[config.mk]
export PLATFORM = sky130hd
export DESIGN_NAME = dual_link_paced_scheduler_flat
export DESIGN_NICKNAME = d
export VERILOG_FILES = /design/src/hw/rtl/dlps_pkg.sv /design/src/hw/rtl/dlps_if.sv /design/src/hw/rtl/dlps_csr.sv /design/src/hw/rtl/dlps_divider.sv /design/src/hw/rtl/dlps_time_unit.sv /design/src/hw/rtl/dual_link_paced_scheduler.sv /design/src/flat_wrapper.sv
export SDC_FILE = /design/constraint.sdc
export NUM_CORES = 1
export LEC_CHECK = 0
export BUFFER_PORTS_ARGS = -buffer_cell sky130_fd_sc_hd__buf_2
export CAP_MARGIN = 20
export CORE_UTILIZATION = 50
export CTS_CLUSTER_DIAMETER = 30
export CTS_CLUSTER_SIZE = 12
export DETAILED_ROUTE_END_ITERATION = 8
export HOLD_SLACK_MARGIN = 0.15
export PLACE_DENSITY = 0.73
export SYNTH_ARGS = -nofsm -noshare
export SYNTH_HDL_FRONTEND = slang
export SYNTH_SLANG_ARGS = --single-unit
[constraint.sdc]
create_clock -name clock -period 6.32 [get_ports clock]
set_clock_uncertainty 0.05 [all_clocks]
set_input_delay 0.316 -clock clock [delete_from_list [all_inputs] [get_ports clock]]
set_output_delay 0.316 -clock clock [all_outputs]
set_load 0.01 [all_outputs]
[src/hw/rtl/dlps_pkg.sv]
// Shared constants, register codes, control structs and the sequencer state type
// for the dual-link paced scheduler. No dependencies.
package dlps_pkg;

   // Field widths
   localparam int NOW_W         = 64;
   localparam int LEN_W         = 16;
   localparam int BW_W          = 24;
   localparam int WEIGHT_W      = 16;
   localparam int PACE_USEC_W   = 32;

   // Block constants
   localparam int OVERHEAD_BYTES = 20;
   localparam int QUEUE_DEPTH    = 1024;
   localparam int PACE_SCALE     = 8000;
   localparam int WEIGHT_DIVISOR = 8 * 10;

   localparam int DEPTH_W       = $clog2(QUEUE_DEPTH + 1);

   // Largest pacing dividend, (max length + overhead) * scale
   localparam int DIVIDEND_MAX  = (2 ** LEN_W - 1 + OVERHEAD_BYTES) * PACE_SCALE;
   localparam int DIVIDEND_W    = $clog2(DIVIDEND_MAX + 1);
   localparam int DIV_CNT_W     = $clog2(DIVIDEND_W);

   // (depth + 1) * divisor, used for the derived threshold test
   localparam int THR_PROD_W    = DEPTH_W + 1 + $clog2(WEIGHT_DIVISOR);

   // Digit-serial time arithmetic
   localparam int DIGIT_W       = 8;
   localparam int DIGITS        = NOW_W / DIGIT_W;
   localparam int DIGIT_CNT_W   = $clog2(DIGITS);

   // Configuration port
   localparam int CSR_IDX_W     = 2;
   localparam int CSR_DATA_W    = 24;
   localparam logic [CSR_IDX_W-1:0] CSR_PRIMARY_BW     = 2'd0;
   localparam logic [CSR_IDX_W-1:0] CSR_SECONDARY_BW   = 2'd1;
   localparam logic [CSR_IDX_W-1:0] CSR_PRIMARY_WEIGHT = 2'd2;

   typedef struct packed {
      logic [BW_W-1:0]     primary_bw;
      logic [BW_W-1:0]     secondary_bw;
      logic [WEIGHT_W-1:0] primary_weight;
   } cfg_type;

   typedef struct packed {
      logic load;
      logic cmp_step;
      logic pace_load;
      logic upd_step;
      logic upd_sec;
      logic commit;
   } time_ctl_type;

   typedef struct packed {
      logic primary_due;
      logic secondary_due;
   } time_sts_type;

   typedef enum logic [2:0] {
      ST_IDLE,
      ST_CMP,
      ST_DECIDE,
      ST_DIV,
      ST_UPD,
      ST_COMMIT,
      ST_FINISH
   } state_type;

endpackage

[src/hw/rtl/dlps_if.sv]
// Valid/ready channel interfaces for requests, results and configuration writes.
// Depends on dlps_pkg for the field widths.
interface dlps_req_if;
   logic                             valid;
   logic                             ready;
   logic [dlps_pkg::NOW_W-1:0]       now_usec;
   logic [dlps_pkg::DEPTH_W-1:0]     queue_depth;
   logic [dlps_pkg::LEN_W-1:0]       head_length;
   logic                             primary_up;
   logic                             secondary_up;
   logic                             primary_testing;
   logic                             secondary_testing;

   modport source (output valid, now_usec, queue_depth, head_length, primary_up,
                   secondary_up, primary_testing, secondary_testing, input ready);
   modport sink   (input valid, now_usec, queue_depth, head_length, primary_up,
                   secondary_up, primary_testing, secondary_testing, output ready);
endinterface

interface dlps_rsp_if;
   logic                             valid;
   logic                             ready;
   logic                             send_now;
   logic                             use_secondary;
   logic [dlps_pkg::PACE_USEC_W-1:0] pace_usec;

   modport source (output valid, send_now, use_secondary, pace_usec, input ready);
   modport sink   (input valid, send_now, use_secondary, pace_usec, output ready);
endinterface

interface dlps_csr_if;
   logic                             valid;
   logic                             ready;
   logic [dlps_pkg::CSR_IDX_W-1:0]   index;
   logic [dlps_pkg::CSR_DATA_W-1:0]  data;

   modport source (output valid, index, data, input ready);
   modport sink   (input valid, index, data, output ready);
endinterface

[src/hw/rtl/dlps_csr.sv]
// Configuration registers: link bandwidths and the primary weight.
// Depends on dlps_pkg and dlps_csr_if.
module dlps_csr (
   input  logic              clock,
   input  logic              reset,
   dlps_csr_if.sink          csr_if,
   output dlps_pkg::cfg_type cfg
);

   dlps_pkg::cfg_type cfg_ff, cfg_in;

   assign csr_if.ready = 1'b1;
   assign cfg          = cfg_ff;

   always_comb begin
      cfg_in = cfg_ff;
      if (csr_if.valid) begin
         case (csr_if.index)
            dlps_pkg::CSR_PRIMARY_BW: begin
               cfg_in.primary_bw = csr_if.data[dlps_pkg::BW_W-1:0];
            end
            dlps_pkg::CSR_SECONDARY_BW: begin
               cfg_in.secondary_bw = csr_if.data[dlps_pkg::BW_W-1:0];
            end
            dlps_pkg::CSR_PRIMARY_WEIGHT: begin
               cfg_in.primary_weight = csr_if.data[dlps_pkg::WEIGHT_W-1:0];
            end
            default: begin
               // Writes to unknown indexes are dropped.
               cfg_in = cfg_ff;
            end
         endcase
      end
   end

   always_ff @(posedge clock) begin
      if (reset) begin
         cfg_ff <= '0;
      end else begin
         cfg_ff <= cfg_in;
      end
   end

endmodule

[src/hw/rtl/dlps_divider.sv]
// Radix-2 restoring divider producing one quotient bit per cycle.
// Depends on dlps_pkg for the dividend and divisor widths.
module dlps_divider (
   input  logic                              clock,
   input  logic                              reset,
   input  logic                              start,
   input  logic [dlps_pkg::DIVIDEND_W-1:0]   dividend,
   input  logic [dlps_pkg::BW_W-1:0]         divisor,
   output logic                              done,
   output logic [dlps_pkg::DIVIDEND_W-1:0]   quotient
);

   logic                              busy_ff, busy_in;
   logic                              done_ff, done_in;
   logic [dlps_pkg::DIV_CNT_W-1:0]    cnt_ff, cnt_in;
   logic [dlps_pkg::BW_W-1:0]         rem_ff, rem_in;
   logic [dlps_pkg::BW_W-1:0]         dvs_ff, dvs_in;
   logic [dlps_pkg::DIVIDEND_W-1:0]   q_ff, q_in;
   logic [dlps_pkg::BW_W:0]           trial;
   logic [dlps_pkg::BW_W:0]           diff;
   logic                              ge;

   assign done     = done_ff;
   assign quotient = q_ff;

   // The dividend shifts out of the quotient register from the top while
   // quotient bits enter at the bottom.
   always_comb begin
      trial = {rem_ff, q_ff[dlps_pkg::DIVIDEND_W-1]};
      ge    = (trial >= {1'b0, dvs_ff});
      diff  = trial - {1'b0, dvs_ff};
   end

   always_comb begin
      busy_in = busy_ff;
      done_in = 1'b0;
      cnt_in  = cnt_ff;
      rem_in  = rem_ff;
      dvs_in  = dvs_ff;
      q_in    = q_ff;
      if (start) begin
         busy_in = 1'b1;
         cnt_in  = '0;
         rem_in  = '0;
         dvs_in  = divisor;
         q_in    = dividend;
      end else if (busy_ff) begin
         rem_in = ge ? diff[dlps_pkg::BW_W-1:0] : trial[dlps_pkg::BW_W-1:0];
         q_in   = {q_ff[dlps_pkg::DIVIDEND_W-2:0], ge};
         if (cnt_ff == dlps_pkg::DIV_CNT_W'(dlps_pkg::DIVIDEND_W - 1)) begin
            busy_in = 1'b0;
            done_in = 1'b1;
         end else begin
            cnt_in = cnt_ff + 1'b1;
         end
      end
   end

   always_ff @(posedge clock) begin
      if (reset) begin
         busy_ff <= 1'b0;
         done_ff <= 1'b0;
         cnt_ff  <= '0;
      end else begin
         busy_ff <= busy_in;
         done_ff <= done_in;
         cnt_ff  <= cnt_in;
      end
   end

   always_ff @(posedge clock) begin
      rem_ff <= rem_in;
      dvs_ff <= dvs_in;
      q_ff   <= q_in;
   end

endmodule

[src/hw/rtl/dlps_time_unit.sv]
// Digit-serial time arithmetic: holds both next-send times, compares them with
// the current time and applies the pacing update. Depends on dlps_pkg.
module dlps_time_unit (
   input  logic                              clock,
   input  logic                              reset,
   input  dlps_pkg::time_ctl_type            ctl,
   input  logic [dlps_pkg::NOW_W-1:0]        now_usec,
   input  logic [dlps_pkg::DIVIDEND_W-1:0]   pace,
   output dlps_pkg::time_sts_type            sts
);

   localparam int DW  = dlps_pkg::DIGIT_W;
   localparam int NW  = dlps_pkg::NOW_W;
   localparam int PW  = dlps_pkg::PACE_USEC_W;

   logic [NW-1:0] now_ff, now_in;
   logic [NW-1:0] pnext_ff, pnext_in;
   logic [NW-1:0] snext_ff, snext_in;
   logic [PW-1:0] pace_ff, pace_in;
   logic          bp_ff, bp_in, bs_ff, bs_in;
   logic          bl_ff, bl_in, bd_ff, bd_in;
   logic          ca_ff, ca_in, cb_ff, cb_in;
   logic [DW-1:0] now_d, p_d, s_d, nx_d, pace_d, late_d;
   logic [DW:0]   sub_p, sub_s, sub_l, sub_d, sum_a, sum_b;

   assign sts.primary_due   = ~bp_ff;
   assign sts.secondary_due = ~bs_ff;

   // One digit of each running operation, least significant digit first.
   always_comb begin
      now_d  = now_ff[DW-1:0];
      p_d    = pnext_ff[DW-1:0];
      s_d    = snext_ff[DW-1:0];
      nx_d   = ctl.upd_sec ? s_d : p_d;
      pace_d = pace_ff[DW-1:0];
      sub_p  = {1'b0, now_d} - {1'b0, p_d} - (DW+1)'(bp_ff);
      sub_s  = {1'b0, now_d} - {1'b0, s_d} - (DW+1)'(bs_ff);
      sub_l  = {1'b0, now_d} - {1'b0, nx_d} - (DW+1)'(bl_ff);
      late_d = sub_l[DW-1:0];
      // A final borrow here means the lateness exceeds the pacing time.
      sub_d  = {1'b0, pace_d} - {1'b0, late_d} - (DW+1)'(bd_ff);
      sum_a  = {1'b0, now_d} + {1'b0, pace_d} + (DW+1)'(ca_ff);
      sum_b  = {1'b0, nx_d} + {1'b0, pace_d} + (DW+1)'(cb_ff);
   end

   always_comb begin
      now_in   = now_ff;
      pnext_in = pnext_ff;
      snext_in = snext_ff;
      pace_in  = pace_ff;
      bp_in    = bp_ff;
      bs_in    = bs_ff;
      bl_in    = bl_ff;
      bd_in    = bd_ff;
      ca_in    = ca_ff;
      cb_in    = cb_ff;
      if (ctl.load) begin
         now_in = now_usec;
         bp_in  = 1'b0;
         bs_in  = 1'b0;
         bl_in  = 1'b0;
         bd_in  = 1'b0;
         ca_in  = 1'b0;
         cb_in  = 1'b0;
      end
      // The compare pass rotates all three words, so they are intact afterwards.
      if (ctl.cmp_step) begin
         now_in   = {now_d, now_ff[NW-1:DW]};
         pnext_in = {p_d, pnext_ff[NW-1:DW]};
         snext_in = {s_d, snext_ff[NW-1:DW]};
         bp_in    = sub_p[DW];
         bs_in    = sub_s[DW];
      end
      if (ctl.pace_load) begin
         pace_in = PW'(pace);
      end
      // The update pass leaves now + pace in the time register and
      // next + pace in the chosen link's register.
      if (ctl.upd_step) begin
         now_in  = {sum_a[DW-1:0], now_ff[NW-1:DW]};
         pace_in = {{DW{1'b0}}, pace_ff[PW-1:DW]};
         if (ctl.upd_sec) begin
            snext_in = {sum_b[DW-1:0], snext_ff[NW-1:DW]};
         end else begin
            pnext_in = {sum_b[DW-1:0], pnext_ff[NW-1:DW]};
         end
         bl_in = sub_l[DW];
         bd_in = sub_d[DW];
         ca_in = sum_a[DW];
         cb_in = sum_b[DW];
      end
      if (ctl.commit && bd_ff) begin
         if (ctl.upd_sec) begin
            snext_in = now_ff;
         end else begin
            pnext_in = now_ff;
         end
      end
   end

   always_ff @(posedge clock) begin
      if (reset) begin
         pnext_ff <= '0;
         snext_ff <= '0;
         bp_ff    <= 1'b0;
         bs_ff    <= 1'b0;
         bl_ff    <= 1'b0;
         bd_ff    <= 1'b0;
         ca_ff    <= 1'b0;
         cb_ff    <= 1'b0;
      end else begin
         pnext_ff <= pnext_in;
         snext_ff <= snext_in;
         bp_ff    <= bp_in;
         bs_ff    <= bs_in;
         bl_ff    <= bl_in;
         bd_ff    <= bd_in;
         ca_ff    <= ca_in;
         cb_ff    <= cb_in;
      end
   end

   always_ff @(posedge clock) begin
      now_ff  <= now_in;
      pace_ff <= pace_in;
   end

endmodule

[src/hw/rtl/dual_link_paced_scheduler.sv]
// Dual-link paced scheduler, top level; uses dlps_pkg, dlps_if, dlps_csr,
// dlps_divider and dlps_time_unit. A request passes an 8-digit time compare;
// one whose packet is sent also passes a bit-serial division and an 8-digit time
// update. One request is handled at a time; the result register lets the next
// request in while a result waits. Synchronous reset clears all link state.
module dual_link_paced_scheduler (
   input  logic        clock,
   input  logic        reset,
   dlps_req_if.sink    req_if,
   dlps_rsp_if.source  rsp_if,
   dlps_csr_if.sink    csr_if
);

   dlps_pkg::cfg_type       cfg;
   dlps_pkg::time_ctl_type  tctl;
   dlps_pkg::time_sts_type  tsts;
   dlps_pkg::state_type     state_ff, state_in;

   logic [dlps_pkg::DIGIT_CNT_W-1:0] cnt_ff, cnt_in;
   logic                             digit_last;
   logic                             req_acc;
   logic                             slot_free;
   logic                             out_load;
   logic                             div_start;
   logic                             div_done;
   logic [dlps_pkg::DIVIDEND_W-1:0]  quotient;
   logic [dlps_pkg::BW_W-1:0]        divisor;

   // Per-request flags captured at acceptance
   logic                             depth_nz_ff, p_ok_ff, s_ok_ff, below_ff;
   logic                             p_ok_in, s_ok_in, below_in;
   logic [dlps_pkg::DIVIDEND_W-1:0]  dividend_ff, dividend_in;
   logic [dlps_pkg::THR_PROD_W-1:0]  thr_prod;

   // Decision
   logic                             have_ff, sec_ff, send_ff;
   logic                             have_calc, sec_calc, send_calc;

   // Result register
   logic                             rsp_valid_ff, rsp_valid_in;
   logic                             rsp_send_ff, rsp_sec_ff;
   logic [dlps_pkg::PACE_USEC_W-1:0] rsp_pace_ff;

   dlps_csr u_csr (
      .clock  (clock),
      .reset  (reset),
      .csr_if (csr_if),
      .cfg    (cfg)
   );

   dlps_divider u_divider (
      .clock    (clock),
      .reset    (reset),
      .start    (div_start),
      .dividend (dividend_ff),
      .divisor  (divisor),
      .done     (div_done),
      .quotient (quotient)
   );

   dlps_time_unit u_time (
      .clock    (clock),
      .reset    (reset),
      .ctl      (tctl),
      .now_usec (req_if.now_usec),
      .pace     (quotient),
      .sts      (tsts)
   );

   assign req_acc    = req_if.valid && req_if.ready;
   assign slot_free  = !rsp_valid_ff || rsp_if.ready;
   assign digit_last = (cnt_ff == dlps_pkg::DIGIT_CNT_W'(dlps_pkg::DIGITS - 1));

   // Link usability and the queue threshold test. With a zero weight the
   // threshold is bandwidth / 80, and depth < floor(bw / 80) holds exactly
   // when (depth + 1) * 80 <= bw.
   always_comb begin
      p_ok_in  = req_if.primary_up && (cfg.primary_bw != '0) && !req_if.primary_testing;
      s_ok_in  = req_if.secondary_up && (cfg.secondary_bw != '0)
                 && !req_if.secondary_testing;
      thr_prod = dlps_pkg::THR_PROD_W'(
                    (dlps_pkg::THR_PROD_W'(req_if.queue_depth) + 1'b1)
                    * dlps_pkg::THR_PROD_W'(dlps_pkg::WEIGHT_DIVISOR));
      if (cfg.primary_weight != '0) begin
         below_in = (dlps_pkg::WEIGHT_W'(req_if.queue_depth) < cfg.primary_weight);
      end else begin
         below_in = (dlps_pkg::BW_W'(thr_prod) <= cfg.primary_bw);
      end
      dividend_in = dlps_pkg::DIVIDEND_W'(
                       (dlps_pkg::DIVIDEND_W'(req_if.head_length)
                        + dlps_pkg::DIVIDEND_W'(dlps_pkg::OVERHEAD_BYTES))
                       * dlps_pkg::DIVIDEND_W'(dlps_pkg::PACE_SCALE));
   end

   // Link choice, valid once the compare pass has finished.
   always_comb begin
      if (p_ok_ff && s_ok_ff) begin
         sec_calc = !(below_ff || tsts.primary_due);
      end else begin
         sec_calc = !p_ok_ff && s_ok_ff;
      end
      have_calc = depth_nz_ff && (p_ok_ff || s_ok_ff);
      send_calc = have_calc && (sec_calc ? tsts.secondary_due : tsts.primary_due);
      divisor   = sec_calc ? cfg.secondary_bw : cfg.primary_bw;
   end

   // Next state
   always_comb begin
      state_in = state_ff;
      case (state_ff)
         dlps_pkg::ST_IDLE: begin
            if (req_acc) begin
               state_in = dlps_pkg::ST_CMP;
            end
         end
         dlps_pkg::ST_CMP: begin
            if (digit_last) begin
               state_in = dlps_pkg::ST_DECIDE;
            end
         end
         dlps_pkg::ST_DECIDE: begin
            state_in = send_calc ? dlps_pkg::ST_DIV : dlps_pkg::ST_FINISH;
         end
         dlps_pkg::ST_DIV: begin
            if (div_done) begin
               state_in = dlps_pkg::ST_UPD;
            end
         end
         dlps_pkg::ST_UPD: begin
            if (digit_last) begin
               state_in = dlps_pkg::ST_COMMIT;
            end
         end
         dlps_pkg::ST_COMMIT: begin
            state_in = dlps_pkg::ST_FINISH;
         end
         dlps_pkg::ST_FINISH: begin
            if (slot_free) begin
               state_in = dlps_pkg::ST_IDLE;
            end
         end
         default: begin
            state_in = dlps_pkg::ST_IDLE;
         end
      endcase
   end

   // Sequencer outputs
   always_comb begin
      req_if.ready   = 1'b0;
      tctl           = '0;
      tctl.upd_sec   = sec_ff;
      div_start      = 1'b0;
      out_load       = 1'b0;
      case (state_ff)
         dlps_pkg::ST_IDLE: begin
            req_if.ready = 1'b1;
            tctl.load    = req_if.valid;
         end
         dlps_pkg::ST_CMP: begin
            tctl.cmp_step = 1'b1;
         end
         dlps_pkg::ST_DECIDE: begin
            div_start = send_calc;
         end
         dlps_pkg::ST_DIV: begin
            tctl.pace_load = div_done;
         end
         dlps_pkg::ST_UPD: begin
            tctl.upd_step = 1'b1;
         end
         dlps_pkg::ST_COMMIT: begin
            tctl.commit = 1'b1;
         end
         dlps_pkg::ST_FINISH: begin
            out_load = slot_free;
         end
         default: begin
            req_if.ready = 1'b0;
         end
      endcase
   end

   always_comb begin
      cnt_in = cnt_ff;
      if (state_ff == dlps_pkg::ST_CMP || state_ff == dlps_pkg::ST_UPD) begin
         cnt_in = digit_last ? '0 : cnt_ff + 1'b1;
      end
      if (out_load) begin
         rsp_valid_in = 1'b1;
      end else if (rsp_if.ready) begin
         rsp_valid_in = 1'b0;
      end else begin
         rsp_valid_in = rsp_valid_ff;
      end
   end

   always_ff @(posedge clock) begin
      if (reset) begin
         state_ff     <= dlps_pkg::ST_IDLE;
         cnt_ff       <= '0;
         rsp_valid_ff <= 1'b0;
      end else begin
         state_ff     <= state_in;
         cnt_ff       <= cnt_in;
         rsp_valid_ff <= rsp_valid_in;
      end
   end

   always_ff @(posedge clock) begin
      if (req_acc) begin
         depth_nz_ff <= (req_if.queue_depth != '0);
         p_ok_ff     <= p_ok_in;
         s_ok_ff     <= s_ok_in;
         below_ff    <= below_in;
         dividend_ff <= dividend_in;
      end
      if (state_ff == dlps_pkg::ST_DECIDE) begin
         have_ff <= have_calc;
         sec_ff  <= sec_calc;
         send_ff <= send_calc;
      end
      if (out_load) begin
         rsp_send_ff <= send_ff;
         rsp_sec_ff  <= have_ff && sec_ff;
         rsp_pace_ff <= send_ff ? dlps_pkg::PACE_USEC_W'(quotient) : '0;
      end
   end

   assign rsp_if.valid         = rsp_valid_ff;
   assign rsp_if.send_now      = rsp_send_ff;
   assign rsp_if.use_secondary = rsp_sec_ff;
   assign rsp_if.pace_usec     = rsp_pace_ff;

`ifndef ASSERT_OFF
   // A result that sends nothing never charges a pacing time.
   a_idle_no_pace: assert property (@(posedge clock) disable iff (reset)
      rsp_if.valid && !rsp_if.send_now |-> rsp_if.pace_usec == '0)
      else $error("pacing time reported without a send");

   // The time update only runs for a request that is actually sent.
   a_update_needs_send: assert property (@(posedge clock) disable iff (reset)
      (state_ff == dlps_pkg::ST_UPD || state_ff == dlps_pkg::ST_COMMIT) |-> send_ff)
      else $error("next-send time updated for a request that is not sent");

   // The divider finishes only while the sequencer waits for it.
   a_div_done_in_div: assert property (@(posedge clock) disable iff (reset)
      div_done |-> state_ff == dlps_pkg::ST_DIV)
      else $error("divider finished outside the division state");
`endif

endmodule

[src/flat_wrapper.sv]
// flat-port wrapper written by rule: the top's interface ports become plain ports
module dual_link_paced_scheduler_flat 
  (clock, reset, req_if_valid, req_if_now_usec, req_if_queue_depth, req_if_head_length, req_if_primary_up, req_if_secondary_up, req_if_primary_testing, req_if_secondary_testing, req_if_ready, rsp_if_valid, rsp_if_send_now, rsp_if_use_secondary, rsp_if_pace_usec, rsp_if_ready, csr_if_valid, csr_if_index, csr_if_data, csr_if_ready);
  dlps_req_if req_if_i ();
  dlps_rsp_if rsp_if_i ();
  dlps_csr_if csr_if_i ();
  input  logic clock;
  input  logic reset;
  input wire logic [$bits(req_if_i.valid)-1:0] req_if_valid;
  input wire logic [$bits(req_if_i.now_usec)-1:0] req_if_now_usec;
  input wire logic [$bits(req_if_i.queue_depth)-1:0] req_if_queue_depth;
  input wire logic [$bits(req_if_i.head_length)-1:0] req_if_head_length;
  input wire logic [$bits(req_if_i.primary_up)-1:0] req_if_primary_up;
  input wire logic [$bits(req_if_i.secondary_up)-1:0] req_if_secondary_up;
  input wire logic [$bits(req_if_i.primary_testing)-1:0] req_if_primary_testing;
  input wire logic [$bits(req_if_i.secondary_testing)-1:0] req_if_secondary_testing;
  output wire logic [$bits(req_if_i.ready)-1:0] req_if_ready;
  output wire logic [$bits(rsp_if_i.valid)-1:0] rsp_if_valid;
  output wire logic [$bits(rsp_if_i.send_now)-1:0] rsp_if_send_now;
  output wire logic [$bits(rsp_if_i.use_secondary)-1:0] rsp_if_use_secondary;
  output wire logic [$bits(rsp_if_i.pace_usec)-1:0] rsp_if_pace_usec;
  input wire logic [$bits(rsp_if_i.ready)-1:0] rsp_if_ready;
  input wire logic [$bits(csr_if_i.valid)-1:0] csr_if_valid;
  input wire logic [$bits(csr_if_i.index)-1:0] csr_if_index;
  input wire logic [$bits(csr_if_i.data)-1:0] csr_if_data;
  output wire logic [$bits(csr_if_i.ready)-1:0] csr_if_ready;
  assign req_if_i.valid = req_if_valid;
  assign req_if_i.now_usec = req_if_now_usec;
  assign req_if_i.queue_depth = req_if_queue_depth;
  assign req_if_i.head_length = req_if_head_length;
  assign req_if_i.primary_up = req_if_primary_up;
  assign req_if_i.secondary_up = req_if_secondary_up;
  assign req_if_i.primary_testing = req_if_primary_testing;
  assign req_if_i.secondary_testing = req_if_secondary_testing;
  assign req_if_ready = req_if_i.ready;
  assign rsp_if_valid = rsp_if_i.valid;
  assign rsp_if_send_now = rsp_if_i.send_now;
  assign rsp_if_use_secondary = rsp_if_i.use_secondary;
  assign rsp_if_pace_usec = rsp_if_i.pace_usec;
  assign rsp_if_i.ready = rsp_if_ready;
  assign csr_if_i.valid = csr_if_valid;
  assign csr_if_i.index = csr_if_index;
  assign csr_if_i.data = csr_if_data;
  assign csr_if_ready = csr_if_i.ready;
  dual_link_paced_scheduler u_core (.clock(clock), .reset(reset), .req_if(req_if_i), .rsp_if(rsp_if_i), .csr_if(csr_if_i));
endmodule
==> reports/metrics.cfg <==
[synthesis]
synthTopCellsByCount = 493 x nand2_1, 241 x dfxtp_1, 228 x inv_1
avgSynthCellArea_um2 = 9.29
yosys-top-cells-area = edfxtp_1 24%, dfxtp_1 19%, ha_1 9.4%, nand2_1 7.2%, fa_1 4.6%
syn-instance-count = 2749
yosysWarnings = 0
synth_seq_cells = 443
synth_most_common_cell = nand2_1
ys.flop_type = dfxtp_1
yosysTopAreaCellShare_pct = 23.8
yosysTopAreaCell = edfxtp_1
yosysSeqAreaShare_pct = 42.7
syn_area_mm2 = 0.0255
synthArstFlopShare_pct = 0
synth_edf_count = 202
synth_cell_types = 75

[hold_path]
hp-class = input pin to flip-flop
holdCritStartpoint = req_if_queue_depth[3]
hold_depth = 3
whs_endpoint = u_core.depth_nz_ff

[critical_path]
reg2reg_depth = 18
crit_fanout = 6
critPathSlowestCell = dlygate4sd3_1
path_buf_inv = 4
critPathCaptureType = flip-flop
max_stage_delay_ns = 0.53
cp_top_family = adder cells
cp-start-kind = input pin
required_ns = 6.62
path_cells = dlygate4sd3_1 -> buf_2 -> fa_1 -> fa_1 -> inv_1 -> fa_1 -> inv_1 -> fa_1 -> ha_1 -> nand2_1 -> o21ai_1 -> or2_1 -> o311a_1 -> o41a_1 -> a21o_1 -> a21o_1 -> a21o_1 -> a21oi_1 -> xnor2_1
r2r_end = u_core.u_time.bd_ff
worstSetupPathType = input pin to flip-flop
crit_top_cell = fa_1
regToRegSetupSlack_ns = 2.04
cp_data_arrival_time_ns = 5.50
rr_startpoint = u_core.sec_ff

[grt]
grt_util_all_layers_pct = 25.9
grt-ovfl-total = 0
grt_pass1_vias = 20946
antenna_found_initial = 1
grt_pass1_wl_mm = 109
grt_max_degree = 115

[sta]
fin_crit_ns = 5.20
tightest_slew_ns = 1.09
tns_ns = 0
rsz0062_at_grt = no
whs_ns = 0.132
hold_viol = 0
slew_headroom_pct = 27.2
setup_viol = 0
fmax_mhz = 192
slew_viol_final = 0
min_period_over_period_pct = 82.3

[place]
routabilityCongestion = 0.922
io_buffers = 158
dp.cells = 3454
dp_hpwl_mm = 46.1

[cts]
cts.sinks = 443
root_buffer = clkbuf_16
post-cts-setup-buffer-count = 0
clk-insertion-delay-late_ns = 0.66
cts_tree = done
numCtsBuffers = 90
clockBufferDepth = 3
htreeDepth = 3
clk_pin_slew_ns = 0.05

[route]
drt-total-wl_mm = 68.4
drc = 0
viasPerCell = 5.66
dr.pass1.iters = 6
wl_per_cell_um = 18.4
final_antenna_net_count = 0
initialDrtViolationCount = 1634
via_count = 21119

[floorplanning]
initial_core_util_pct = 50.8
core_area_mm2 = 0.0503
die_x_um = 228
row_count = 82
ios = 163
die_area_mm2 = 0.0520
die_y_um = 228

[pwr]
ir_worst_vdd_uv = 328
p_leak_nw = 12.8
p_per_area_mw_per_mm2 = 389

[cells_and_area]
nNetsFinal = 3355
antenna_cells = 0
area_growth_pct = 22.4
drive_above_1_share_pct = 14.3
post_layout_nonfiller_instances = 3728

[job]
drv_cap = 0

[status]
status = finished, final reports clean

==> worst reg2reg max path: stages, from the launching register on <==
cell and delay, ns:
edfxtp_1 0.41, buf_4 0.49, mux2_2 0.46, ha_1 0.29, inv_1 0.04, ha_1 0.32
a21boi_0 0.27, nor2_1 0.09, xnor2_1 0.13, ha_1 0.28, inv_1 0.04, ha_1 0.28
a21o_1 0.16, a21o_1 0.17, a21o_1 0.17, a21oi_1 0.16, xor2_1 0.16, nand2_1 0.07
a21oi_1 0.16
==> how the worst max path moves through the flow <==
| stage | startpoint | to | slack, ns | depth (start not counted) |
|---|---|---|---|---|
| 3_3_place_gp | req_if_head_length[2] | u_core.dividend_ff[28] | 0.75 | 21 |
| 6_report | req_if_head_length[0] | u_core.dividend_ff[22] | 1.12 | 19 |
| 4_1_cts | req_if_head_length[2] | u_core.dividend_ff[28] | 1.17 | 23 |
| 3_5_place_dp | req_if_head_length[2] | u_core.dividend_ff[28] | 0.53 | 23 |
| 2_1_floorplan | req_if_head_length[2] | u_core.dividend_ff[22] | 0.93 | 19 |
| 5_1_grt | req_if_head_length[2] | u_core.dividend_ff[28] | 0.68 | 23 |
==> layer usage <==
layer | vias to the layer above | track usage, % | share of wire [%] | routed length [um]
li1 | 10031 | - | - | -
met1 | 10231 | 33.0 | 42 | 28900
met2 | 701 | 44.2 | 49 | 33400
met3 | 156 | 3.82 | 5.5 | 3730
met4 | 0 | 9.98 | 3.4 | 2310
met5 | - | 0 | 0 | 0
==> stage by stage <==
step	instance area, um^2	setup slack, ns	power [W]	utilization, %
after floorplan	25500	0.933	0.00619	-
after global placement	26800	0.748	0.00686	53.3
after detailed placement	26800	0.528	0.00702	53.4
after CTS	31200	1.17	0.0122	62.0
after global routing	31300	0.679	0.0128	62.2
final	31300	1.12	0.0122	62.2
==> power by group <==
part / internal (W) / switching, W / leakage (nW) / total, W
Combinational: 0.00148 / 0.00196 / 7.38 / 0.00344
Clock: 0.00336 / 0.00169 / 1.60 / 0.00505
Sequential: 0.00342 / 0.000249 / 3.85 / 0.00367
==> registers in the layout, indices dropped and copies added (netlist names), 3 cells and up <==
register                   count
u_core.u_csr.cfg              64
u_core.u_time.now_ff          64
u_core.u_time.pnext_ff        64
u_core.u_time.snext_ff        64
u_core.rsp_if.pace_usec       29
u_core.u_divider.quotient     29
u_core.u_time.pace_ff         29
u_core.u_divider.dvs_ff       24
u_core.u_divider.rem_ff       24
u_core.dividend_ff            23
u_core.u_divider.cnt_ff        5
u_core.cnt_ff                  3
u_core.state_ff                3
==> what timing repair did <==
action / 4_1_cts / 5_1_grt
resized for setup: 0 / 0
hold buffers: 99 / 2
hold endpoints to repair: 139 / 2
==> layout by cell type (no fill, tap or decap), types with 16 or more instances in the layout <==
cell,instances
a211oi_1,27
a21o_1,49
a21oi_1,191
a22oi_1,62
a311oi_1,62
a31oi_1,22
and2_1,45
buf_2,157
buf_4,21
clkbuf_16,93
dfxtp_1,241
dlygate4sd3_1,101
edfxtp_1,202
fa_1,59
ha_1,191
inv_1,228
mux2_2,72
nand2_1,491
nand2b_1,32
nand3_1,25
nor2_1,149
nor2b_1,20
nor3_1,21
nor4_1,17
o21ai_0,142
o311ai_0,16
xnor2_1,68
xor2_1,33
==> logic make-up (layout without fill, tap and decap cells) <==
kind of cell             after synthesis  count (layout)  synth area share [%]
AO/OA/AOI/OAI                        629             629                  15.7
flip-flops                           443             443                  42.7
AND/OR/NAND/NOR                      858             858                  14.7
adder cells (fa/ha/maj)              250             250                  14.0
XOR/XNOR                             101             101                  3.46
multiplexers                          86              86                  3.72
buffers and inverters                380             685                  5.77
other                                  2               4                0.0294
==> area by class of cell <==
type,instances,area [um^2]
multi-input cells,1928,13200
repair buffers,286,2100
flip-flops and latches,443,10900
fillers,3998,19000
inverters,230,871
well taps,672,841
clock inverters,62,893
clock buffers,107,2420
(Power assumes the default switching activity.)
